[src/rtl/slsp_pkg.sv]
// Shared types and constants for the sorted linked stack pool.
// Used by slsp_ctrl and sorted_linked_stack_pool; no dependencies.
package slsp_pkg;

	// Default pool size and data word width
	localparam int unsigned DefPoolNodes = 8;
	localparam int unsigned DATA_W       = 32;

	// Operation codes carried in the input transaction
	typedef enum logic [1:0] {
		OP_PUSH   = 2'd0,
		OP_POP    = 2'd1,
		OP_INSERT = 2'd2
	} opcode_t;

	// Result status codes
	typedef enum logic [1:0] {
		STAT_OK    = 2'd0,
		STAT_DROP  = 2'd1,
		STAT_EMPTY = 2'd2
	} status_t;

	// Controller sequencer states
	typedef enum logic [3:0] {
		ST_IDLE,
		ST_POP_RD,
		ST_POP_UPD,
		ST_POP_TOP_RD,
		ST_POP_TOP_VAL,
		ST_INS_START,
		ST_INS_CMP,
		ST_ALLOC,
		ST_ALLOC_TAKE,
		ST_NEW_WR,
		ST_PREV_WR,
		ST_FINISH
	} state_t;

	// One result transaction
	typedef struct packed {
		status_t            status;
		logic               is_full;
		logic               is_empty;
		logic [3:0]         negative_count;
		logic [3:0]         depth;
		logic [DATA_W-1:0]  top_value;
	} result_t;

endpackage

[src/rtl/slsp_node_ram.sv]
// Single-port node memory of the pool: one {next, value} word per node.
// Read data is registered. Depends on nothing.
module slsp_node_ram #(
	parameter int unsigned POOL_NODES = 8,
	parameter int unsigned WORD_W     = 36
) (
	input  logic                          clk,
	input  logic                          en,
	input  logic                          we,
	input  logic [$clog2(POOL_NODES)-1:0] addr,
	input  logic [WORD_W-1:0]             wdata,
	output logic [WORD_W-1:0]             rdata
);

	logic [WORD_W-1:0] mem [POOL_NODES];

	// Write or read one entry per cycle while en is high
	always_ff @(posedge clk) begin
		if (en) begin
			if (we) begin
				mem[addr] <= wdata;
			end else begin
				rdata <= mem[addr];
			end
		end
	end

endmodule

[src/rtl/slsp_ctrl.sv]
// Sequencer for push, pop and sorted insert over the linked node pool.
// Depends on slsp_pkg; drives the port of slsp_node_ram.
module slsp_ctrl #(
	parameter int unsigned POOL_NODES = slsp_pkg::DefPoolNodes,
	localparam int unsigned AW = $clog2(POOL_NODES),
	localparam int unsigned PW = AW + 1,
	localparam int unsigned CW = $clog2(POOL_NODES + 1),
	localparam int unsigned WW = slsp_pkg::DATA_W + PW
) (
	input  logic                        clk,
	input  logic                        arst_n,
	// input transaction
	input  logic                        in_valid,
	output logic                        in_ready,
	input  logic [1:0]                  in_opcode,
	input  logic [slsp_pkg::DATA_W-1:0] in_value,
	// result hand-off
	input  logic                        res_free,
	output logic                        res_valid,
	output slsp_pkg::result_t           res,
	// node memory port
	output logic                        mem_en,
	output logic                        mem_we,
	output logic [AW-1:0]               mem_addr,
	output logic [WW-1:0]               mem_wdata,
	input  logic [WW-1:0]               mem_rdata
);

	// Pointer MSB set means no node
	localparam logic [PW-1:0] NIL = {PW{1'b1}};

	slsp_pkg::state_t  state_q, state_d;
	logic [1:0]        op_q;
	logic signed [slsp_pkg::DATA_W-1:0] val_q, top_val_q, prev_val_q;
	slsp_pkg::status_t status_q;
	logic [PW-1:0]     top_q, rec_head_q, cur_q, prev_q;
	logic [AW-1:0]     alloc_q;
	logic [CW-1:0]     fresh_q, count_q, neg_q;

	logic                               full_w, top_nil_w, top_gt_w, rd_gt_w, rd_next_nil_w;
	logic signed [slsp_pkg::DATA_W-1:0] in_val_w, rd_val_w;
	logic [PW-1:0]                      rd_next_w;
	logic [CW+3:0]                      depth_ext_w, neg_ext_w;

	assign in_val_w      = in_value;
	assign rd_val_w      = mem_rdata[slsp_pkg::DATA_W-1:0];
	assign rd_next_w     = mem_rdata[WW-1:slsp_pkg::DATA_W];
	assign rd_next_nil_w = rd_next_w[AW];
	assign rd_gt_w       = rd_val_w > val_q;
	assign full_w        = (count_q == CW'(POOL_NODES));
	assign top_nil_w     = top_q[AW];
	assign top_gt_w      = top_val_q > in_val_w;

	// Next state
	always_comb begin
		state_d = state_q;
		unique case (state_q)
			slsp_pkg::ST_IDLE: begin
				if (in_valid) begin
					unique case (in_opcode)
						slsp_pkg::OP_PUSH:
							state_d = full_w ? slsp_pkg::ST_FINISH : slsp_pkg::ST_ALLOC;
						slsp_pkg::OP_POP:
							state_d = top_nil_w ? slsp_pkg::ST_FINISH : slsp_pkg::ST_POP_RD;
						slsp_pkg::OP_INSERT: begin
							if (!full_w) begin
								state_d = slsp_pkg::ST_INS_START;
							end else begin
								state_d = top_gt_w ? slsp_pkg::ST_POP_RD : slsp_pkg::ST_FINISH;
							end
						end
						default: state_d = slsp_pkg::ST_FINISH;
					endcase
				end
			end
			slsp_pkg::ST_POP_RD: state_d = slsp_pkg::ST_POP_UPD;
			slsp_pkg::ST_POP_UPD: begin
				if (!rd_next_nil_w) begin
					state_d = slsp_pkg::ST_POP_TOP_RD;
				end else if (op_q == slsp_pkg::OP_INSERT) begin
					state_d = slsp_pkg::ST_INS_START;
				end else begin
					state_d = slsp_pkg::ST_FINISH;
				end
			end
			slsp_pkg::ST_POP_TOP_RD: state_d = slsp_pkg::ST_POP_TOP_VAL;
			slsp_pkg::ST_POP_TOP_VAL:
				state_d = (op_q == slsp_pkg::OP_INSERT) ? slsp_pkg::ST_INS_START
					: slsp_pkg::ST_FINISH;
			slsp_pkg::ST_INS_START:
				state_d = top_nil_w ? slsp_pkg::ST_ALLOC : slsp_pkg::ST_INS_CMP;
			slsp_pkg::ST_INS_CMP: begin
				if (!rd_gt_w || rd_next_nil_w) begin
					state_d = slsp_pkg::ST_ALLOC;
				end
			end
			slsp_pkg::ST_ALLOC:
				state_d = rec_head_q[AW] ? slsp_pkg::ST_NEW_WR : slsp_pkg::ST_ALLOC_TAKE;
			slsp_pkg::ST_ALLOC_TAKE: state_d = slsp_pkg::ST_NEW_WR;
			slsp_pkg::ST_NEW_WR:
				state_d = prev_q[AW] ? slsp_pkg::ST_FINISH : slsp_pkg::ST_PREV_WR;
			slsp_pkg::ST_PREV_WR: state_d = slsp_pkg::ST_FINISH;
			slsp_pkg::ST_FINISH: begin
				if (res_free) begin
					state_d = slsp_pkg::ST_IDLE;
				end
			end
			default: state_d = slsp_pkg::ST_IDLE;
		endcase
	end

	// Memory port and handshake outputs
	always_comb begin
		mem_en    = 1'b0;
		mem_we    = 1'b0;
		mem_addr  = '0;
		mem_wdata = '0;
		unique case (state_q)
			slsp_pkg::ST_POP_RD, slsp_pkg::ST_POP_TOP_RD: begin
				mem_en   = 1'b1;
				mem_addr = top_q[AW-1:0];
			end
			slsp_pkg::ST_POP_UPD: begin
				mem_en    = 1'b1;
				mem_we    = 1'b1;
				mem_addr  = top_q[AW-1:0];
				mem_wdata = {rec_head_q, top_val_q};
			end
			slsp_pkg::ST_INS_START: begin
				mem_en   = !top_nil_w;
				mem_addr = top_q[AW-1:0];
			end
			slsp_pkg::ST_INS_CMP: begin
				mem_en   = rd_gt_w && !rd_next_nil_w;
				mem_addr = rd_next_w[AW-1:0];
			end
			slsp_pkg::ST_ALLOC: begin
				mem_en   = !rec_head_q[AW];
				mem_addr = rec_head_q[AW-1:0];
			end
			slsp_pkg::ST_NEW_WR: begin
				mem_en    = 1'b1;
				mem_we    = 1'b1;
				mem_addr  = alloc_q;
				mem_wdata = {cur_q, val_q};
			end
			slsp_pkg::ST_PREV_WR: begin
				mem_en    = 1'b1;
				mem_we    = 1'b1;
				mem_addr  = prev_q[AW-1:0];
				mem_wdata = {1'b0, alloc_q, prev_val_q};
			end
			default: begin
				mem_en = 1'b0;
			end
		endcase
	end

	assign in_ready  = (state_q == slsp_pkg::ST_IDLE);
	assign res_valid = (state_q == slsp_pkg::ST_FINISH);

	// Build the result from the current state
	assign depth_ext_w = {4'b0, count_q};
	assign neg_ext_w   = {4'b0, neg_q};
	always_comb begin
		res.top_value      = top_nil_w ? '0 : top_val_q;
		res.depth          = depth_ext_w[3:0];
		res.negative_count = neg_ext_w[3:0];
		res.is_empty       = top_nil_w;
		res.is_full        = full_w;
		res.status         = status_q;
	end

	// Control state
	always_ff @(posedge clk or negedge arst_n) begin
		if (!arst_n) begin
			state_q    <= slsp_pkg::ST_IDLE;
			top_q      <= NIL;
			rec_head_q <= NIL;
			fresh_q    <= '0;
			count_q    <= '0;
			neg_q      <= '0;
		end else begin
			state_q <= state_d;
			unique case (state_q)
				slsp_pkg::ST_POP_UPD: begin
					rec_head_q <= top_q;
					top_q      <= rd_next_w;
					count_q    <= count_q - 1'b1;
					neg_q      <= neg_q - CW'(top_val_q[slsp_pkg::DATA_W-1]);
				end
				slsp_pkg::ST_ALLOC: begin
					if (rec_head_q[AW]) begin
						fresh_q <= fresh_q + 1'b1;
					end
				end
				slsp_pkg::ST_ALLOC_TAKE: begin
					rec_head_q <= rd_next_w;
				end
				slsp_pkg::ST_NEW_WR: begin
					count_q <= count_q + 1'b1;
					neg_q   <= neg_q + CW'(val_q[slsp_pkg::DATA_W-1]);
					if (prev_q[AW]) begin
						top_q <= {1'b0, alloc_q};
					end
				end
				default: begin
					top_q <= top_q;
				end
			endcase
		end
	end

	// Payload registers
	always_ff @(posedge clk) begin
		unique case (state_q)
			slsp_pkg::ST_IDLE: begin
				if (in_valid) begin
					op_q   <= in_opcode;
					val_q  <= in_val_w;
					cur_q  <= top_q;
					prev_q <= NIL;
					if ((in_opcode == slsp_pkg::OP_PUSH || in_opcode == slsp_pkg::OP_INSERT)
						&& full_w) begin
						status_q <= slsp_pkg::STAT_DROP;
					end else if (in_opcode == slsp_pkg::OP_POP && top_nil_w) begin
						status_q <= slsp_pkg::STAT_EMPTY;
					end else begin
						status_q <= slsp_pkg::STAT_OK;
					end
				end
			end
			slsp_pkg::ST_POP_TOP_VAL: begin
				top_val_q <= rd_val_w;
			end
			slsp_pkg::ST_INS_START: begin
				cur_q  <= top_q;
				prev_q <= NIL;
			end
			slsp_pkg::ST_INS_CMP: begin
				if (rd_gt_w) begin
					prev_q     <= cur_q;
					prev_val_q <= rd_val_w;
					cur_q      <= rd_next_w;
				end
			end
			slsp_pkg::ST_ALLOC: begin
				if (rec_head_q[AW]) begin
					alloc_q <= fresh_q[AW-1:0];
				end
			end
			slsp_pkg::ST_ALLOC_TAKE: begin
				alloc_q <= rec_head_q[AW-1:0];
			end
			slsp_pkg::ST_NEW_WR: begin
				if (prev_q[AW]) begin
					top_val_q <= val_q;
				end
			end
			default: begin
				op_q <= op_q;
			end
		endcase
	end

endmodule

[src/rtl/sorted_linked_stack_pool.sv]
// Sorted linked stack pool: stack of signed words as a linked list in a node memory.
// Sorted insert walks the list, comparing one node at a time; an up-front drop or empty pop
// goes straight to the result without touching node memory.
// One transaction in flight; the next is accepted only after its result is registered.
// Reset (arst_n low) empties the stack; node memory is not cleared.
// Depends on slsp_pkg, slsp_ctrl and slsp_node_ram.
module sorted_linked_stack_pool #(
	parameter int unsigned POOL_NODES = slsp_pkg::DefPoolNodes
) (
	input  logic        clk,
	input  logic        arst_n,
	// input stream
	input  logic        s_tvalid,
	output logic        s_tready,
	input  logic [39:0] s_tdata,  // opcode[1:0], value[33:2], zero pad
	// result stream
	output logic        m_tvalid,
	input  logic        m_tready,
	output logic [47:0] m_tdata   // top_value, depth, negative_count,
	                              // is_empty, is_full, status, zero pad
);

	localparam int unsigned AW = $clog2(POOL_NODES);
	localparam int unsigned WW = slsp_pkg::DATA_W + AW + 1;

	logic              mem_en, mem_we;
	logic [AW-1:0]     mem_addr;
	logic [WW-1:0]     mem_wdata, mem_rdata;
	logic              res_valid, res_free;
	slsp_pkg::result_t res, out_q;
	logic              out_valid_q;

	assign res_free = !out_valid_q || m_tready;

	slsp_ctrl #(
		.POOL_NODES(POOL_NODES)
	) u_ctrl (
		.clk       (clk),
		.arst_n    (arst_n),
		.in_valid  (s_tvalid),
		.in_ready  (s_tready),
		.in_opcode (s_tdata[1:0]),
		.in_value  (s_tdata[33:2]),
		.res_free  (res_free),
		.res_valid (res_valid),
		.res       (res),
		.mem_en    (mem_en),
		.mem_we    (mem_we),
		.mem_addr  (mem_addr),
		.mem_wdata (mem_wdata),
		.mem_rdata (mem_rdata)
	);

	slsp_node_ram #(
		.POOL_NODES(POOL_NODES),
		.WORD_W    (WW)
	) u_node_ram (
		.clk   (clk),
		.en    (mem_en),
		.we    (mem_we),
		.addr  (mem_addr),
		.wdata (mem_wdata),
		.rdata (mem_rdata)
	);

	// Hold the result until the transaction completes
	always_ff @(posedge clk or negedge arst_n) begin
		if (!arst_n) begin
			out_valid_q <= 1'b0;
		end else if (res_valid && res_free) begin
			out_valid_q <= 1'b1;
		end else if (m_tready) begin
			out_valid_q <= 1'b0;
		end
	end

	always_ff @(posedge clk) begin
		if (res_valid && res_free) begin
			out_q <= res;
		end
	end

	assign m_tvalid = out_valid_q;
	assign m_tdata  = {4'b0, out_q};

endmodule
[config.mk]
export PLATFORM = sky130hd
export DESIGN_NAME = sorted_linked_stack_pool
export DESIGN_NICKNAME = d
export VERILOG_FILES = /design/src/rtl/slsp_pkg.sv /design/src/rtl/slsp_node_ram.sv /design/src/rtl/slsp_ctrl.sv /design/src/rtl/sorted_linked_stack_pool.sv
export SDC_FILE = /design/constraint.sdc
export NUM_CORES = 1
export LEC_CHECK = 0
export BUFFER_PORTS_ARGS = -buffer_cell sky130_fd_sc_hd__buf_2
export CAP_MARGIN = 20
export CELL_PAD_IN_SITES_DETAIL_PLACEMENT = 1
export CELL_PAD_IN_SITES_GLOBAL_PLACEMENT = 2
export CORE_MARGIN = 2
export CORE_UTILIZATION = 49
export CTS_CLUSTER_SIZE = 40
export DETAILED_ROUTE_END_ITERATION = 16
export GPL_TIMING_DRIVEN = 0
export PLACE_DENSITY = 0.89
export SLEW_MARGIN = 20
export SYNTH_ARGS = -nofsm -noshare
export SYNTH_HDL_FRONTEND = slang
export SYNTH_SLANG_ARGS = --single-unit
[constraint.sdc]
create_clock -name clk -period 13.5 [get_ports clk]
set_input_delay 0.675 -clock clk [delete_from_list [all_inputs] [get_ports clk]]
set_output_delay 0.675 -clock clk [all_outputs]
set_load 0.1 [all_outputs]
## Word-level counts from Yosys, hierarchy flattened

Memory sizes are Yosys's and may differ from the RTL's. A register that Yosys moved wholly into a read port is not among the register bits.
Cells that the tools add are included.

| operators by class | value |
|---|---|
| reductions and logical operators | 32 |
| multiplexer cells | 39 |
| magnitude comparators | 2 |
| equal/unequal tests | 21 |
| bitwise logic cells | 1 |
| add/sub/neg operators | 5 |

Operator list:

| operator | count |
|---|---|
| $pmux 36 s3 | 1 |
| $gt 32x32->1 | 2 |
| $pmux 32 s2 | 1 |
| $mux 4 | 14 |
| $pmux 4 s12 | 1 |
| $pmux 4 s3 | 3 |
| $mux 32 | 1 |
| $pmux 4 s2 | 4 |
| $eq 4x4->1 const B | 5 |
| $eq 4x3->1 const B | 4 |
| $pmux 3 s5 | 1 |
| $reduce_and 2->1 | 7 |
| $ne 2x1->1 const B | 5 |
| $reduce_bool 2->1 | 5 |
| $mux 1 | 9 |
| $add 4x1->4 const B | 2 |
| $eq 4x2->1 const B | 2 |
| $pmux 3 s2 | 1 |
| $reduce_and 3->1 | 2 |
| $logic_not 1->1 | 5 |
| $reduce_or 5->1 | 1 |
| $add 4x1->4 | 1 |
| $eq 2x2->1 const B | 2 |
| $eq 4x1->1 const B | 1 |
| other kinds (15) | 20 |

| storage, ports and cells | value |
|---|---|
| memories | 1 |
| bits in registers | 180 |
| input port bits | 44 |
| output and inout port bits | 50 |
| logic and storage cells | 122 |
| bits in writable memories | 288 |

Memory list:

| name | words | bits a word | read ports | clocked after Yosys merged registers in | write ports | line | text |
|---|---|---|---|---|---|---|---|
| u_node_ram.mem | 8 | 36 | 1 | 1 | 1 | slsp_node_ram.sv:15 | `logic [WORD_W-1:0] mem [POOL_NODES];` |

## Longest topological paths before layout

| depth | value |
|---|---|
| word-level depth | 6 |
| gate-level depth with buffers | 13 |
| depth with buffers taken out | 10 |

## Hierarchy

Synthesis repeated with hierarchy kept, for this count alone.

| second synthesis, totals | value |
|---|---|
| cell total of the unflattened synthesis | 1305 |
| area, all modules | 21294.2 um^2 |

Modules (own cells, without submodules):

| module | cells an instance | times used | area an instance (um^2) |
|---|---|---|---|
| slsp_node_ram | 476 | 1 | 12111.6 |
| slsp_ctrl | 776 | 1 | 7773.7 |
| sorted_linked_stack_pool | 53 | 1 | 1408.9 |

## Least setup slack after synthesis

Ideal clock, no wire load.

| timing | value |
|---|---|
| kind | register to register |
| from | register u_ctrl.state_q[0] |
| to | memory u_node_ram.mem[0][0] (enable) |
| stages on the path, launching flop included | 8 |
| data required time | 12980 ps |
| path slack | 8170 ps |
| arrival | 4810 ps |
| clock period less this slack | 5330 ps |
| cell sequence | dfrtp_1 buf_4 clkbuf_1 nor2_1 a21oi_1 or2_2 buf_1 nor4_1 |

| between the ends | value |
|---|---|
| cells in the longest elaborated chain, start to end | 6 |
| elaborated cells between the ends (all ways) | 17 |
| those cells by class | 8 x eq/ne; 6 x mux; 3 x reduce/logical |

Ends and longest elaborated chain:

| item | line | text |
|---|---|---|
| from (decl) | slsp_ctrl.sv:32 | `slsp_pkg::state_t state_q, state_d;` |
| from (signal assigned) | slsp_ctrl.sv:177 | `state_q <= slsp_pkg::ST_IDLE;` |
| from (signal assigned) | slsp_ctrl.sv:184 | `state_q <= state_d;` |
| parallel branches: the longest is 6 deep, another holds $reduce_or 5->1 | -- |  |
| to (decl) | slsp_node_ram.sv:15 |  |

Parallel ways; which one is timed is not known.

## Worst setup path after layout

| timing | value |
|---|---|
| from | register u_ctrl.state_q[2] |
| to | memory u_node_ram.mem[6][26] (enable) |

The elaborated chain is that of the path after synthesis.

==> reports/metrics.csv <==
stage,metric,value,unit
outcome,status,completed,
floorplan,die_area,0.0439,mm^2
sta,finalClockSkew,0.0300,ns
global_routing,antenna_found_initial,0,
clocking,cts_sinks,503,
cells_and_area,finalNonFillerCells,2120,
sta,rsz0062_at_grt,no,
clocking,cts-resized-gates,0,
cells_and_area,fin_nets,1659,
drt,drt_pass1_iterations,6,
clocking,clk_latency,0.62,ns
sta,hold_viol,0,
clocking,cts_setup_buffers,0,
global_routing,grt_pass1_wl,90.1,mm
setup_path,critPathLaunchType,flip-flop,
synth,synthMuxAreaShare,0.435,%
synth,synthTopCellsByArea,"edfxtp_1 (69%), a22oi_1 (4.5%), ha_1 (4.2%), inv_1 (2.0%), dfrtp_1 (1.9%)",
clocking,worst_setup_hold_path_clk_slew,0.07,ns
clocking,cts_buffers,51,
floorplan,num_rows,75,
synth,syn_inst,1369,
floorplan,start_util,49.5,%
floorplan,coreArea,0.0419,mm^2
power_and_ir_drop,ir_worst_vdd,0.120,mV
synth,synth_top_cell_by_area,edfxtp_1,
synth,synth_seq_area_share,72.4,%
sta,setup_violations,0,
power_and_ir_drop,power_density,263,mW/mm^2
cells_and_area,synthToLayoutAreaGrowth,16.6,%
sta,timing.final.crit_period,3.96,ns
sta,fmax,252,MHz
sta,whs,0.0708,ns
setup_path,r2r_cells,11,
cells_and_area,drive_above_1_share,17.3,%
synth,synth_top_area_share,69.5,%
placement,dp.cells,2029,
power_and_ir_drop,sequentialPowerShare,39.4,%
synth,synth_xor_area_share,0.381,%
global_routing,grt_usage,28.0,%
synth,yosys.area_share.simple,7.48,%
power_and_ir_drop,internal_power,3.92,mW
synth,netlist_area,0.0207,mm^2
setup_path,r2r_slack,9.54,ns
drt,drc_errors,0,
synth,synth_area_per_cell,15.1,um^2
placement,routabilityCongestion,0.885,
drt,viasPerCell,6.23,
synth,synth_warnings,0,
synth,synth_compound_area_share,11.1,%
drt,final_antenna_net_count,0,
setup_path,cp_max_fo,19,
setup_path,crit_arrival,4.27,ns
sta,worst_pin_slew,1.09,ns
clocking,cts_hold_repair.buffers,0,
synth,synth_most_common_cell,edfxtp_1,
clocking,clock_path_buffers,3,
clocking,tritoncts,yes,
power_and_ir_drop,p_leak,8.95,nW
clocking,root_buffer,clkbuf_16,
drt,num_vias,13200,
sta,slew_headroom,26.9,%
global_routing,grt_pass1_vias,14200,
drt,wl_per_cell,28.6,um
drt,drt_iter0_drc,1493,
placement,dpl.hpwl,41.4,mm
setup_path,cp.required,13.80,ns
synth,synth-adder-area-share,4.42,%
floorplan,die_y,210,um
setup_path,path_class,flip-flop to flip-flop,
floorplan,die_w,210,um
drt,routed_wl,60.7,mm
sta,layout_worst_path_cycle_share,29.4,%
synth,synth_cell_types,70,
synth,synth_edf_count,479,
global_routing,grt_max_degree,27,
cells_and_area,fillers,3935,
synth,synth_top_family_by_area,compound AO/OA/AOI/OAI gates,
synth,ys_top_cells_by_count,"edfxtp_1 (479), a22oi_1 (124), inv_1 (110), nand2_1 (104), ha_1 (70)",
setup_path,r2r-start,u_ctrl.state_q[2],
floorplan,ios,94,
clocking,h-tree-depth,2,
power_and_ir_drop,comb_power_share,36.8,%
synth,synthArstFlopShare,4.77,%
worst_hold_path,hp-class,input pin to asynchronous set/reset pin,
power_and_ir_drop,swShare,38.2,%
synth,ys_ff_latch,503,
global_routing,gr-total-overflow,0,
sta,slew_viol_final,0,
run,max_cap_violations,0,
power_and_ir_drop,p_switching,2.42,mW
setup_path,r2r-end,u_node_ram.mem[6][26],
cells_and_area,antenna_cells,0,
placement,port_buffers,83,
synth,synth_flop_cell,edfxtp_1,
setup_path,cp-end-kind,flip-flop,
sta,tns,0,ns
power_and_ir_drop,power_frac_clock,23.9,%
[metal layers]
metal | vias to the layer above | part of all wire (%) | global-route usage [%]
met5 | - | 0 | 0
met3 | 148 | 7.9 | 5.46
met2 | 620 | 49 | 46.4
met4 | 0 | 3.9 | 11.3
li1 | 5690 | - | -
met1 | 6760 | 40 | 36.5
[cells by family after synthesis]
family	after synthesis
AOI/OAI and AO/OA	310
xor gates and xnor gates	9
DFF	503
muxes	7
other	1
buffers and inverters	176
and+or+nand+nor	291
adders and majority gates	72
[per-stage QoR]
stage	power [mW]	util (%)	area (um^2)	setup WS, ns
after floorplan	3.82	-	20700	8.17
after global placement	4.57	52.1	21800	4.35
after detailed placement	4.79	53.4	22400	9.61
after CTS	6.34	57.7	24100	9.55
after global routing	6.59	57.7	24100	9.42
final	6.34	57.7	24100	9.54
[placed cells by master, fill, tap and decap left out, types with 9 or more instances in the layout]
cell       count
inv_1        110
o21ai_0       38
nand3_1       29
nand4_1       34
buf_16        10
dfrtp_1       16
nor2b_1       37
clkbuf_1      33
a221oi_1      12
ha_1          70
clkinv_1      10
clkbuf_16     51
edfxtp_1     479
nor2_1        29
a22oi_1      124
buf_2        112
buf_4         21
a21oi_1       40
nand2_1      104
a222oi_1      28
o22ai_1        9
bufinv_16     11
a22o_1        15
[state kept, by name, summed over array words and instances, names as in the netlist]
signal / cells
u_ctrl.rec_head_q: 4
u_node_ram.mem: 288
u_ctrl.val_q: 32
u_node_ram.rdata: 36
u_ctrl.status_q: 2
u_ctrl.prev_q: 4
m_tvalid: 1
u_ctrl.neg_q: 4
u_ctrl.op_q: 2
u_ctrl.state_q: 4
u_ctrl.count_q: 4
m_tdata: 44
u_ctrl.top_val_q: 32
u_ctrl.alloc_q: 3
u_ctrl.prev_val_q: 32
u_ctrl.top_q: 4
u_ctrl.cur_q: 4
u_ctrl.fresh_q: 3
[worst max-delay path by stage]
stage,cells after the start,to,slack (ns),startpoint
after floorplan,7,u_node_ram.mem[0][0],8.17,u_ctrl.state_q[0]
after global placement,7,u_node_ram.mem[0][13],4.35,u_ctrl.state_q[0]
after detailed placement,11,u_node_ram.mem[6][26],9.61,u_ctrl.state_q[2]
after CTS,11,u_node_ram.mem[6][31],9.55,u_ctrl.state_q[2]
after global routing,11,u_node_ram.mem[6][26],9.42,u_ctrl.state_q[2]
final,11,u_node_ram.mem[6][26],9.54,u_ctrl.state_q[2]
[critical path: stages (launching register included)]
cell	delay, ns
dfrtp_1	0.44
buf_2	0.21
and4b_1	0.18
o21ai_0	0.32
o2111ai_2	0.22
buf_6	0.21
nor3b_4	0.56
buf_6	0.29
buf_6	0.19
inv_1	0.08
nor2_4	0.65
buf_16	0.26
[cell type report]
cell class	count	area [um^2]	share of cell area, %
sequential	503	15000	62.1
multi-input combinational	693	5040	20.9
clock buffer	61	1310	5.44
timing repair buffer	118	882	3.65
tap	539	674	2.79
clock inverter	30	454	1.88
inverter	110	413	1.71
buffer	66	359	1.49
[power groups by stage]
stage / clock (mW) / combinational [mW] / sequential (mW)
3_5_place_dp: 0 / 2.27 / 2.51
2_1_floorplan: 0 / 1.29 / 2.53
6_report: 1.51 / 2.33 / 2.50
5_1_grt: 1.58 / 2.49 / 2.52
3_3_place_gp: 0 / 2.03 / 2.54
4_1_cts: 1.53 / 2.31 / 2.49
(Power assumes the default switching activity.)
